$ cat src/sv/stt_pkg.sv
// shared types and constants for the source text tokenizer
package stt_pkg;

    typedef enum logic [2:0] {
        MODE_IDLE,
        MODE_OP,
        MODE_NUM,
        MODE_WORD,
        MODE_STR,
        MODE_LCMT,
        MODE_BCMT,
        MODE_BSTAR
    } scan_mode_t;

    localparam logic [5:0] K_PLUS    = 6'd0;
    localparam logic [5:0] K_MINUS   = 6'd1;
    localparam logic [5:0] K_STAR    = 6'd2;
    localparam logic [5:0] K_SLASH   = 6'd3;
    localparam logic [5:0] K_INT     = 6'd4;
    localparam logic [5:0] K_LET     = 6'd5;
    localparam logic [5:0] K_IDENT   = 6'd6;
    localparam logic [5:0] K_STRING  = 6'd7;
    localparam logic [5:0] K_EQ      = 6'd8;
    localparam logic [5:0] K_NE      = 6'd9;
    localparam logic [5:0] K_GT      = 6'd10;
    localparam logic [5:0] K_LT      = 6'd11;
    localparam logic [5:0] K_GE      = 6'd12;
    localparam logic [5:0] K_LE      = 6'd13;
    localparam logic [5:0] K_AND     = 6'd14;
    localparam logic [5:0] K_OR      = 6'd15;
    localparam logic [5:0] K_TRUE    = 6'd16;
    localparam logic [5:0] K_FALSE   = 6'd17;
    localparam logic [5:0] K_ASSIGN  = 6'd18;
    localparam logic [5:0] K_NOT     = 6'd19;
    localparam logic [5:0] K_NONE    = 6'd20;
    localparam logic [5:0] K_PRINT   = 6'd21;
    localparam logic [5:0] K_IF      = 6'd22;
    localparam logic [5:0] K_WHILE   = 6'd23;
    localparam logic [5:0] K_FOR     = 6'd24;
    localparam logic [5:0] K_ELSE    = 6'd25;
    localparam logic [5:0] K_SEMI    = 6'd26;
    localparam logic [5:0] K_LPAREN  = 6'd27;
    localparam logic [5:0] K_RPAREN  = 6'd28;
    localparam logic [5:0] K_LBRACE  = 6'd29;
    localparam logic [5:0] K_RBRACE  = 6'd30;
    localparam logic [5:0] K_NEWLINE = 6'd31;
    localparam logic [5:0] K_EOT     = 6'd32;
    localparam logic [5:0] K_ERROR   = 6'd33;

    // pending operator codes
    localparam logic [2:0] OP_NONE = 3'd0;
    localparam logic [2:0] OP_LT   = 3'd1;
    localparam logic [2:0] OP_GT   = 3'd2;
    localparam logic [2:0] OP_EQ   = 3'd3;
    localparam logic [2:0] OP_NOT  = 3'd4;
    localparam logic [2:0] OP_AND  = 3'd5;
    localparam logic [2:0] OP_OR   = 3'd6;
    localparam logic [2:0] OP_DIV  = 3'd7;

    localparam logic [30:0] INT_MAXV = 31'h7FFF_FFFF;
    localparam logic [15:0] LEN_MAX  = 16'hFFFF;

    typedef struct packed {
        logic [5:0]  kind;
        logic [30:0] value;
        logic [31:0] start;
        logic [15:0] len;
        logic [15:0] line;
        logic        last;
    } token_t;

    function automatic logic [5:0] op_single(input logic [2:0] p);
        case (p)
            OP_LT:   return K_LT;
            OP_GT:   return K_GT;
            OP_EQ:   return K_ASSIGN;
            OP_NOT:  return K_NOT;
            OP_DIV:  return K_SLASH;
            default: return K_ERROR;
        endcase
    endfunction

    function automatic logic [5:0] op_double(input logic [2:0] p);
        case (p)
            OP_LT:   return K_LE;
            OP_GT:   return K_GE;
            OP_EQ:   return K_EQ;
            OP_NOT:  return K_NE;
            OP_AND:  return K_AND;
            default: return K_OR;
        endcase
    endfunction

    function automatic logic [7:0] op_second(input logic [2:0] p);
        case (p)
            OP_AND:  return 8'h26;
            OP_OR:   return 8'h7C;
            default: return 8'h3D;
        endcase
    endfunction

    function automatic logic [2:0] op_code(input logic [7:0] c);
        case (c)
            8'h3C:   return OP_LT;
            8'h3E:   return OP_GT;
            8'h3D:   return OP_EQ;
            8'h21:   return OP_NOT;
            8'h26:   return OP_AND;
            8'h7C:   return OP_OR;
            8'h2F:   return OP_DIV;
            default: return OP_NONE;
        endcase
    endfunction

    // keyword lookup on the packed prefix; returns identifier on miss
    function automatic logic [5:0] kw_lookup(input logic [39:0] w, input logic [2:0] n);
        logic [5:0] k;
        k = K_IDENT;
        case (n)
            3'd2: if (w == 40'h6966) k = K_IF;
            3'd3: begin
                if (w == 40'h666F72) k = K_FOR;
                else if (w == 40'h6C6574) k = K_LET;
            end
            3'd4: begin
                if (w == 40'h74727565) k = K_TRUE;
                else if (w == 40'h6E6F6E65) k = K_NONE;
                else if (w == 40'h656C7365) k = K_ELSE;
            end
            3'd5: begin
                if (w == 40'h66616C7365) k = K_FALSE;
                else if (w == 40'h7072696E74) k = K_PRINT;
                else if (w == 40'h7768696C65) k = K_WHILE;
            end
            default: k = K_IDENT;
        endcase
        return k;
    endfunction

endpackage

$ cat src/sv/source_text_tokenizer_core.sv
// streaming source tokenizer, one byte per request
// tokens of a request are written into the token queue when it is accepted
// throughput: one request per cycle while the queue holds at most one token;
//   otherwise the input is held until the output drains the queue
// a token queue of four entries parts input from output
// reset clears scanner state, position, line count and the queue
module source_text_tokenizer_core
    import stt_pkg::*;
#(
    parameter int MAX_WORD = 64
) (
    input  logic        clk,
    input  logic        rst_n,
    input  logic        in_valid,
    output logic        in_ready,
    input  logic [7:0]  ch,
    input  logic        end_of_text,
    output logic        out_valid,
    input  logic        out_ready,
    output logic [5:0]  token_kind,
    output logic [30:0] int_value,
    output logic [31:0] start_pos,
    output logic [15:0] token_length,
    output logic [15:0] line_number,
    output logic        last_of_run
);

    // scanner state
    scan_mode_t  mode_reg, mode_next;
    logic [2:0]  pop_reg, pop_next;
    logic [30:0] acc_reg, acc_next;
    logic [39:0] wpre_reg, wpre_next;
    logic [2:0]  wlen_reg, wlen_next;
    logic [31:0] tstart_reg, tstart_next;
    logic [31:0] bpos_reg, bpos_next;
    logic [15:0] line_reg, line_next;
    logic        lastnl_reg, lastnl_next;
    logic [15:0] run_reg, run_next;

    // token queue, four entries
    token_t      q_reg [4];
    logic [1:0]  rd_reg, wr_reg;
    logic [2:0]  cnt_reg;

    // tokens produced by the current request
    token_t      tok [3];
    logic [1:0]  ntok;

    logic        accept, pop;
    assign accept = in_valid && in_ready;
    assign pop    = out_valid && out_ready;
    // room for three tokens; a request gives at most two
    assign in_ready = (cnt_reg <= 3'd1);

    logic is_digit, is_alpha, is_ws;
    assign is_digit = (ch >= 8'h30) && (ch <= 8'h39);
    assign is_alpha = ((ch >= 8'h61) && (ch <= 8'h7A)) || ((ch >= 8'h41) && (ch <= 8'h5A));
    assign is_ws    = (ch == 8'h20) || (ch == 8'h09) || (ch == 8'h0B) ||
                      (ch == 8'h0C) || (ch == 8'h0D);

    // next accumulator for a digit: acc*10 + d saturated
    logic [34:0] acc_mul;
    assign acc_mul = {4'd0, acc_reg} * 35'd10 + {31'd0, ch[3:0] - 4'd0};

    logic [15:0] run_inc;
    assign run_inc = (run_reg == LEN_MAX) ? run_reg : run_reg + 16'd1;

    always_comb
    begin
        logic        consumed;
        logic        lnl;
        logic [15:0] ln;
        logic [5:0]  wk;
        mode_next   = mode_reg;
        pop_next    = pop_reg;
        acc_next    = acc_reg;
        wpre_next   = wpre_reg;
        wlen_next   = wlen_reg;
        tstart_next = tstart_reg;
        bpos_next   = bpos_reg + 32'd1;
        line_next   = line_reg;
        run_next    = run_reg;
        consumed    = 1'b0;
        lnl         = lastnl_reg;
        ln          = line_reg;
        ntok        = 2'd0;
        for (int i = 0; i < 3; i++)
        begin
            tok[i] = '0;
        end
        wk = (run_reg > 16'(MAX_WORD)) ? K_ERROR : kw_lookup(wpre_reg, wlen_reg);

        if (end_of_text)
        begin
            // flush pending then end-of-text
            unique case (mode_reg)
                MODE_OP:   begin tok[0] = '{op_single(pop_reg), '0, tstart_reg, 16'd1, ln, 1'b0}; ntok = 2'd1; end
                MODE_NUM:  begin tok[0] = '{K_INT, acc_reg, tstart_reg, run_reg, ln, 1'b0}; ntok = 2'd1; end
                MODE_WORD: begin tok[0] = '{wk, '0, tstart_reg, run_reg, ln, 1'b0}; ntok = 2'd1; end
                MODE_STR:  begin tok[0] = '{K_ERROR, '0, tstart_reg, run_reg, ln, 1'b0}; ntok = 2'd1; end
                default:   ntok = 2'd0;
            endcase
            tok[ntok] = '{K_EOT, '0, bpos_reg, 16'd0, ln, 1'b1};
            ntok = ntok + 2'd1;
            mode_next = MODE_IDLE; pop_next = OP_NONE; acc_next = '0; wpre_next = '0;
            wlen_next = '0; tstart_next = '0; bpos_next = '0; line_next = '0;
            lnl = 1'b0; run_next = '0;
        end
        else
        begin
            unique case (mode_reg)
                MODE_OP:
                begin
                    mode_next = MODE_IDLE;
                    if (pop_reg == OP_DIV && ch == 8'h2F)
                    begin
                        mode_next = MODE_LCMT; consumed = 1'b1;
                    end
                    else if (pop_reg == OP_DIV && ch == 8'h2A)
                    begin
                        mode_next = MODE_BCMT; consumed = 1'b1;
                    end
                    else if (pop_reg != OP_DIV && ch == op_second(pop_reg))
                    begin
                        tok[0] = '{op_double(pop_reg), '0, tstart_reg, 16'd2, ln, 1'b0};
                        ntok = 2'd1; consumed = 1'b1;
                    end
                    else
                    begin
                        tok[0] = '{op_single(pop_reg), '0, tstart_reg, 16'd1, ln, 1'b0};
                        ntok = 2'd1;
                    end
                    pop_next = OP_NONE;
                end
                MODE_NUM:
                begin
                    if (is_digit)
                    begin
                        acc_next = (acc_mul > {4'd0, INT_MAXV}) ? INT_MAXV : acc_mul[30:0];
                        run_next = run_inc; consumed = 1'b1;
                    end
                    else
                    begin
                        tok[0] = '{K_INT, acc_reg, tstart_reg, run_reg, ln, 1'b0};
                        ntok = 2'd1; mode_next = MODE_IDLE;
                    end
                end
                MODE_WORD:
                begin
                    if (is_alpha)
                    begin
                        if (wlen_reg < 3'd5) wpre_next = {wpre_reg[31:0], ch};
                        if (wlen_reg < 3'd6) wlen_next = wlen_reg + 3'd1;
                        run_next = run_inc; consumed = 1'b1;
                    end
                    else
                    begin
                        tok[0] = '{wk, '0, tstart_reg, run_reg, ln, 1'b0};
                        ntok = 2'd1; mode_next = MODE_IDLE;
                    end
                end
                MODE_STR:
                begin
                    if (ch == 8'h22)
                    begin
                        tok[0] = '{K_STRING, '0, tstart_reg, run_reg, ln, 1'b0};
                        ntok = 2'd1; mode_next = MODE_IDLE; consumed = 1'b1;
                    end
                    else if (ch == 8'h0A)
                    begin
                        tok[0] = '{K_ERROR, '0, tstart_reg, run_reg, ln, 1'b0};
                        ntok = 2'd1; mode_next = MODE_IDLE;
                    end
                    else
                    begin
                        run_next = run_inc; consumed = 1'b1;
                    end
                end
                MODE_LCMT:
                begin
                    if (ch == 8'h0A) mode_next = MODE_IDLE;
                    else consumed = 1'b1;
                end
                MODE_BCMT, MODE_BSTAR:
                begin
                    if (ch == 8'h0A) line_next = line_reg + 16'd1;
                    if (mode_reg == MODE_BSTAR && ch == 8'h2F) mode_next = MODE_IDLE;
                    else mode_next = (ch == 8'h2A) ? MODE_BSTAR : MODE_BCMT;
                    consumed = 1'b1;
                end
                default: mode_next = MODE_IDLE;
            endcase
            if (ntok != 2'd0) lnl = 1'b0;

            if (!consumed)
            begin
                if (ch == 8'h0A)
                begin
                    if (!lnl)
                    begin
                        tok[ntok] = '{K_NEWLINE, '0, bpos_reg, 16'd1, ln, 1'b0};
                        ntok = ntok + 2'd1;
                    end
                    lnl = 1'b1;
                    line_next = line_reg + 16'd1;
                end
                else if (is_ws)
                begin
                    lnl = lnl;
                end
                else if (ch == 8'h22)
                begin
                    mode_next = MODE_STR; tstart_next = bpos_reg + 32'd1; run_next = '0;
                end
                else if (op_code(ch) != OP_NONE)
                begin
                    mode_next = MODE_OP; pop_next = op_code(ch); tstart_next = bpos_reg;
                end
                else if (is_digit)
                begin
                    mode_next = MODE_NUM; acc_next = {27'd0, ch[3:0]};
                    tstart_next = bpos_reg; run_next = 16'd1;
                end
                else if (is_alpha)
                begin
                    mode_next = MODE_WORD; wpre_next = {32'd0, ch}; wlen_next = 3'd1;
                    tstart_next = bpos_reg; run_next = 16'd1;
                end
                else
                begin
                    case (ch)
                        8'h2B: tok[ntok].kind = K_PLUS;
                        8'h2D: tok[ntok].kind = K_MINUS;
                        8'h2A: tok[ntok].kind = K_STAR;
                        8'h3B: tok[ntok].kind = K_SEMI;
                        8'h28: tok[ntok].kind = K_LPAREN;
                        8'h29: tok[ntok].kind = K_RPAREN;
                        8'h7B: tok[ntok].kind = K_LBRACE;
                        8'h7D: tok[ntok].kind = K_RBRACE;
                        default: tok[ntok].kind = K_ERROR;
                    endcase
                    tok[ntok].start = bpos_reg;
                    tok[ntok].len   = 16'd1;
                    tok[ntok].line  = ln;
                    ntok = ntok + 2'd1;
                    lnl = 1'b0;
                end
            end
            if (ntok != 2'd0) tok[ntok - 2'd1].last = 1'b1;
        end
        lastnl_next = lnl;
    end

    always_ff @(posedge clk or negedge rst_n)
    begin
        if (!rst_n)
        begin
            mode_reg   <= MODE_IDLE;
            pop_reg    <= OP_NONE;
            acc_reg    <= '0;
            wpre_reg   <= '0;
            wlen_reg   <= '0;
            tstart_reg <= '0;
            bpos_reg   <= '0;
            line_reg   <= '0;
            lastnl_reg <= 1'b0;
            run_reg    <= '0;
        end
        else if (accept)
        begin
            mode_reg   <= mode_next;
            pop_reg    <= pop_next;
            acc_reg    <= acc_next;
            wpre_reg   <= wpre_next;
            wlen_reg   <= wlen_next;
            tstart_reg <= tstart_next;
            bpos_reg   <= bpos_next;
            line_reg   <= line_next;
            lastnl_reg <= lastnl_next;
            run_reg    <= run_next;
        end
    end

    // queue pointers and count
    logic [1:0] nwr;
    assign nwr = accept ? ntok : 2'd0;

    always_ff @(posedge clk or negedge rst_n)
    begin
        if (!rst_n)
        begin
            rd_reg  <= '0;
            wr_reg  <= '0;
            cnt_reg <= '0;
        end
        else
        begin
            if (pop) rd_reg <= rd_reg + 2'd1;
            wr_reg  <= wr_reg + nwr;
            cnt_reg <= cnt_reg + {1'b0, nwr} - {2'd0, pop};
        end
    end

    // queue storage
    always_ff @(posedge clk)
    begin
        if (accept)
        begin
            for (int i = 0; i < 3; i++)
            begin
                if (2'(i) < ntok) q_reg[wr_reg + 2'(i)] <= tok[i];
            end
        end
    end

    assign out_valid    = (cnt_reg != 3'd0);
    assign token_kind   = q_reg[rd_reg].kind;
    assign int_value    = q_reg[rd_reg].value;
    assign start_pos    = q_reg[rd_reg].start;
    assign token_length = q_reg[rd_reg].len;
    assign line_number  = q_reg[rd_reg].line;
    assign last_of_run  = q_reg[rd_reg].last;

`ifndef SYNTHESIS
    a_cnt_bound: assert property (@(posedge clk) disable iff (!rst_n)
        cnt_reg <= 3'd4) else $error("queue overflow");
    a_no_accept_full: assert property (@(posedge clk) disable iff (!rst_n)
        cnt_reg >= 3'd2 |-> !in_ready) else $error("accept without room");
    a_eot_resets: assert property (@(posedge clk) disable iff (!rst_n)
        accept && end_of_text |=> bpos_reg == 32'd0 && mode_reg == MODE_IDLE)
        else $error("end of text did not reset");
    a_pos_step: assert property (@(posedge clk) disable iff (!rst_n)
        accept && !end_of_text |=> bpos_reg == $past(bpos_reg) + 32'd1)
        else $error("position did not advance");
`endif

endmodule

$ cat config.mk
export PLATFORM = sky130hd
export DESIGN_NAME = source_text_tokenizer_core
export DESIGN_NICKNAME = d
export VERILOG_FILES = /design/src/sv/stt_pkg.sv /design/src/sv/source_text_tokenizer_core.sv
export SDC_FILE = /design/constraint.sdc
export NUM_CORES = 1
export LEC_CHECK = 0
export BUFFER_PORTS_ARGS = -buffer_cell sky130_fd_sc_hd__buf_2
export CAP_MARGIN = 25
export CORE_UTILIZATION = 60
export CTS_CLUSTER_SIZE = 16
export DETAILED_ROUTE_END_ITERATION = 6
export HOLD_SLACK_MARGIN = 0.02
export PLACE_DENSITY_LB_ADDON = 0.08
export SKIP_CTS_REPAIR_TIMING = 1
export SYNTH_ARGS = -nofsm -noshare
export SYNTH_HDL_FRONTEND = slang
export SYNTH_SLANG_ARGS = --single-unit
$ cat constraint.sdc
create_clock -name clk -period 31.7 [get_ports clk]
set_input_delay 1.585 -clock clk [delete_from_list [all_inputs] [get_ports clk]]
set_output_delay 1.585 -clock clk [all_outputs]
set_load 0.02 [all_outputs]
# Word-level counts from Yosys, hierarchy flattened
# Memories as Yosys holds them, arrays and structs flattened.
# Cells that the tools add are included.
# word_totals
n_memories	1
output_inout_bits	104
regBits	184
inputBits	13
wordCells	353
ramBits	408
# classes
n_mul	1
reduce_logical	26
addsub	14
mux	220
n_bitwise	3
n_eq_ne	55
magnitude_cmp	20
# mem_list
name	words	width	rd	rd_ports_with_merged_regs	write_ports	line_no	text
q_reg	4	102	1	0	2	source_text_tokenizer_core.sv:41	token_t q_reg [4];
# op_table
cell	n
306-bit 2-to-1 mux	19
306-bit bitwise mux	15
306-bit case mux with 8 select lines	1
102-bit demux with 2-bit select	7
102-bit 2-to-1 mux	12
102-bit case mux with 4 select lines	2
40-bit 2-to-1 mux	11
31-bit 2-to-1 mux	10
16-bit 2-to-1 mux	18
32-bit 2-to-1 mux	9
40-bit by 31-bit equality test with 1-bit output (second input constant)	3
40-bit by 39-bit equality test with 1-bit output (second input constant)	3
3-bit 2-to-1 mux	38
8-bit by 6-bit equality test with 1-bit output (second input constant)	14
102-bit OR reduction	1
99-bit 2-to-1 mux	1
40-bit by 23-bit equality test with 1-bit output (second input constant)	2
65-bit 2-to-1 mux	1
16-bit case mux with 3 select lines	1
40-bit by 15-bit equality test with 1-bit output (second input constant)	1
8-bit by 4-bit equality test with 1-bit output (second input constant)	5
5-bit 2-to-1 mux	8
1-bit 2-to-1 mux	37
35-bit by 4-bit adder with 35-bit output	1
other kinds (52)	119

# Longest topological paths before layout
# logic_depth
depth_word	38
depth_mapped	22
depth_no_buf	18

# Worst setup path before layout
# OpenSTA, ideal clock, no wires.
# synth_timing
path_kind	input port to flip-flop
startpoint	in ch[3]
endpoint	mem q_reg[3][0] (netlist name) (enable)
path_stages	16
arrival_ns	11.435
path_slack_ns	19.577
setup_ns	0.688
required_time_ns	31.012
n_path_buf	3
path_cell_list	buf_2 > or4_1 > o221a_2 > buf_2 > o211ai_2 > nor2b_4 > inv_2 > clkbuf_1 > ha_1 > nand2_1 > o22ai_4 > and2_1 > nand3_1 > nor2_1 > a21oi_1 > nor3_1
# synth_rtl
item	line_no	text
start, declared	source_text_tokenizer_core.sv:16	input logic [7:0] ch,
end, declared	source_text_tokenizer_core.sv:41	

==> flow_summary_export.csv <==
group,metric,value,unit
global_routing,grt_overflow_total,0,
global_routing,initial_antenna_violation_count,0,
floorplanning,die_h,239,um
worst_hold_path,min_delay_path_depth,1,
flow_run,max_cap_violations,0,
setup_path,type_of_element_launching_the_critical_path,"input pin",
cells_and_area,finish.net_count,3076,
setup_path,worstSetupPathType,"in -> reg",
clocking,clock_tree.root_cell,"clkbuf_16",
setup_path,endpoint_kind,"flip-flop",
cells_and_area,layout-area-overhead-vs-synth,8.30,%
routing,met1_wirelength,37.3,mm
floorplanning,row_count,86,
sta,final_critical_path_setup_slack,24.67,ns
routing,top_layer,"met4",
synth,synth-seq-area-share,50.2,%
sta,setup-tns-final,0,ns
power_and_ir_drop,pwr_dens,77.1,mW/mm^2
sta,final-hold-violation-count,0,
synth,mean_post_synth_cell_area,11.1,um^2
routing,routedWlPerCell,23.7,um
routing,avgViaCountPerCell,6.72,
place,place.detailed.hpwl,56.7,mm
routing,detailedRoute.firstIterationViolations,2564,
synth,synth-async-reset-ratio,31.1,%
global_routing,global_route.usage.total,31.6,%
cells_and_area,multiInputGateArea,0.0155,mm^2
cells_and_area,layout-drive-gt1-share,13.6,%
clocking,clockBufferDepth,3,
sta,worst_slew_pin_slew,1.08,ns
floorplanning,core_region_area,0.0552,mm^2
routing,routed-via-count,25412,
synth,number_of_enable_type_register_cells_in_the_synthesized_netlist,408,
clocking,cts_inserted_buffers,61,
setup_path,critical_path_required,31.94,ns
sta,final.hold.worst_slack,0.506,ns
sta,timing.final.crit_share,22.2,%
power_and_ir_drop,power.leakage,13.6,nW
global_routing,maximum_number_of_pins_on_one_net_before_global_route_repair,103,
place,port-buffer-count,116,
synth,ys.warnings.count,0,
cells_and_area,regArea,0.0169,mm^2
power_and_ir_drop,ir_worst_vdd,0.0518,mV
floorplanning,die_x,239,um
power_and_ir_drop,clockPowerShare,25.7,%
sta,finalSetupViolations,0,
place,place_area,0.0343,mm^2
floorplanning,dieArea,0.0569,mm^2
routing,detail_route.first_pass.iterations,5,
place,globalplace.congestion,0.936,
clocking,worst_setup_hold_path_clk_slew,0.06,ns
global_routing,first_global_vias,24347,
cells_and_area,largest_reg_flops,408,
worst_hold_path,timing.hold.worst.class,"reg -> reg",
routing,antenna_violating_nets_post_route,0,
clocking,tritoncts,"yes",
setup_path,rr_worst_depth,15,
routing,post-route-drc-count,0,
sta,slew_viol_final,0,
synth,ys_dominant_reg_cell,"edfxtp_1",
power_and_ir_drop,power.combinational.fraction,37.5,%
synth,synth.lib_cells_used.distinct,105,
run_status,status,"finished clean",
routing,route.met2.wl,44.4,mm
routing,routed_wl,89.8,mm
synth,synth_fp_nets,3121,
power_and_ir_drop,switching_power,0.00108,W
setup_path,worstPathArrival,7.27,ns
sta,timing.final.crit_period,7.03,ns
global_routing,wire_length_of_the_first_global_routing_pass,140,mm
place,dpl_worst_slack,24.20,ns
power_and_ir_drop,pwr-share-seq,36.8,%
sta,fin_worst_skew,0.0213,ns
cells_and_area,final_cells,3783,
cells_and_area,layout.filler_cells,4235,
sta,fmax,0.142,GHz
power_and_ir_drop,pint,0.00173,W
sta,grt_setup_unrepaired,"no",
sta,slew-limit-headroom,26.0,%
floorplanning,ios,117,
synth,syn-instance-count,3028,
place,post-place-cells,3665,
clocking,clock_insertion_delay_worst_skew,0.63,ns
setup_path,crit_fanout,59,
synth,synth.ff_latch_count,592,
synth,post_synth_instance_area,0.0336,mm^2
floorplanning,initial_utilization,60.8,%
clocking,h-tree-depth,2,
clocking,numClockSinks,592,
routing,routed-wl-met3,5.84,mm
power_and_ir_drop,switching_share,38.3,%
cells_and_area,final_design_area_no_fill,0.0364,mm^2
[cell usage in the layout (no fill, tap or decap), types with 71 or more instances in the layout]
master and instances:
a21oi_1 111, a32o_1 101, and3_1 116, buf_2 114, dfrtp_1 182, edfxtp_1 408
ha_1 77, mux4_2 102, nand2_1 284, nand3_1 104, nor2_1 192, nor2b_1 71
o21ai_0 205
[metal layers]
metal	vias up	global-route usage (%)
met5	-	0
li1	11518	-
met1	12711	43.9
met2	1017	52.7
met3	166	3.68
met4	0	8.74
[cell usage after synthesis, drive strengths merged (39+ instances only)]
cell	number	area [um^2]
o21ai	213	1070
xnor2	54	473
dfrtp	184	4600
ha	77	963
o31ai	55	413
and2	67	419
mux2i	40	415
and3	116	726
buf	83	472
a21oi	113	573
nand2	288	1080
nand3	105	531
mux4	102	2300
clkbuf	180	676
nor2b	72	458
a32o	101	1010
nor2	196	748
edfxtp	408	12300
nor3	65	368
a22oi	39	293
[through the flow]
stage / util (%) / total power, W
after floorplan: - / 0.00179
after CTS: 65.8 / 0.00281
final: 65.9 / 0.00280
after detailed placement: 62.1 / 0.00209
after global routing: 65.9 / 0.00293
after global placement: 62.1 / 0.00207
[power by group through the flow]
stage               logic, W  clock network (W)  registers [W]
floorplan           0.000794                  0       0.000999
global route         0.00113           0.000754        0.00104
detailed placement   0.00105                  0        0.00105
CTS                  0.00105           0.000727        0.00103
finish               0.00105           0.000720        0.00103
global placement     0.00103                  0        0.00104
[cells by family (layout without fill, tap and decap cells)]
| kind of cell | after synthesis | in the layout | share of synthesized area [%] |
|---|---|---|---|
| xor gates and xnor gates | 88 | 88 | 2.30 |
| muxes | 148 | 148 | 8.30 |
| AOI/OAI and AO/OA | 761 | 761 | 16.0 |
| adders and majority gates | 80 | 80 | 3.05 |
| other | 0 | 1 | 0 |
| DFF | 592 | 592 | 50.2 |
| and+or+nand+nor | 1059 | 1059 | 16.3 |
| buffers and inverters | 300 | 306 | 3.83 |
[final cells by class]
class	instances	area share, %
sequential	592	46.4
multi-input combinational	2136	42.6
clock buffer	80	4.51
tap	748	2.57
timing repair buffer	155	2.54
clock inverter	34	0.974
inverter	37	0.382
antenna	1	0.00688
[critical path, cell delays in order]
cell and delay (ns):
buf_2 0.18, nor4_1 0.50, nand2_1 0.50, inv_1 0.54
o22a_1 0.29, o2111a_1 0.53, and2_1 0.26, nand3_1 0.62
nor2_1 0.48, a21oi_1 0.09, nor3_2 0.17, buf_4 0.61
buf_4 0.87
[path summary, 6_finish.rpt]
kind | from | endpoint | slack (ns)
min | cnt_reg[2] | cnt_reg[2] | 0.51
max in group asynchronous | rst_n | rd_reg[0] | 28.55
min in group asynchronous | rst_n | line_reg[9] | 0.92
max reg2reg | mode_reg[2] | q_reg[3][80] | 25.24
min reg2reg | cnt_reg[2] | cnt_reg[2] | 0.51
max | ch[4] | q_reg[3][80] | 24.67
Note: power is estimated with default switching activity, not from simulation.
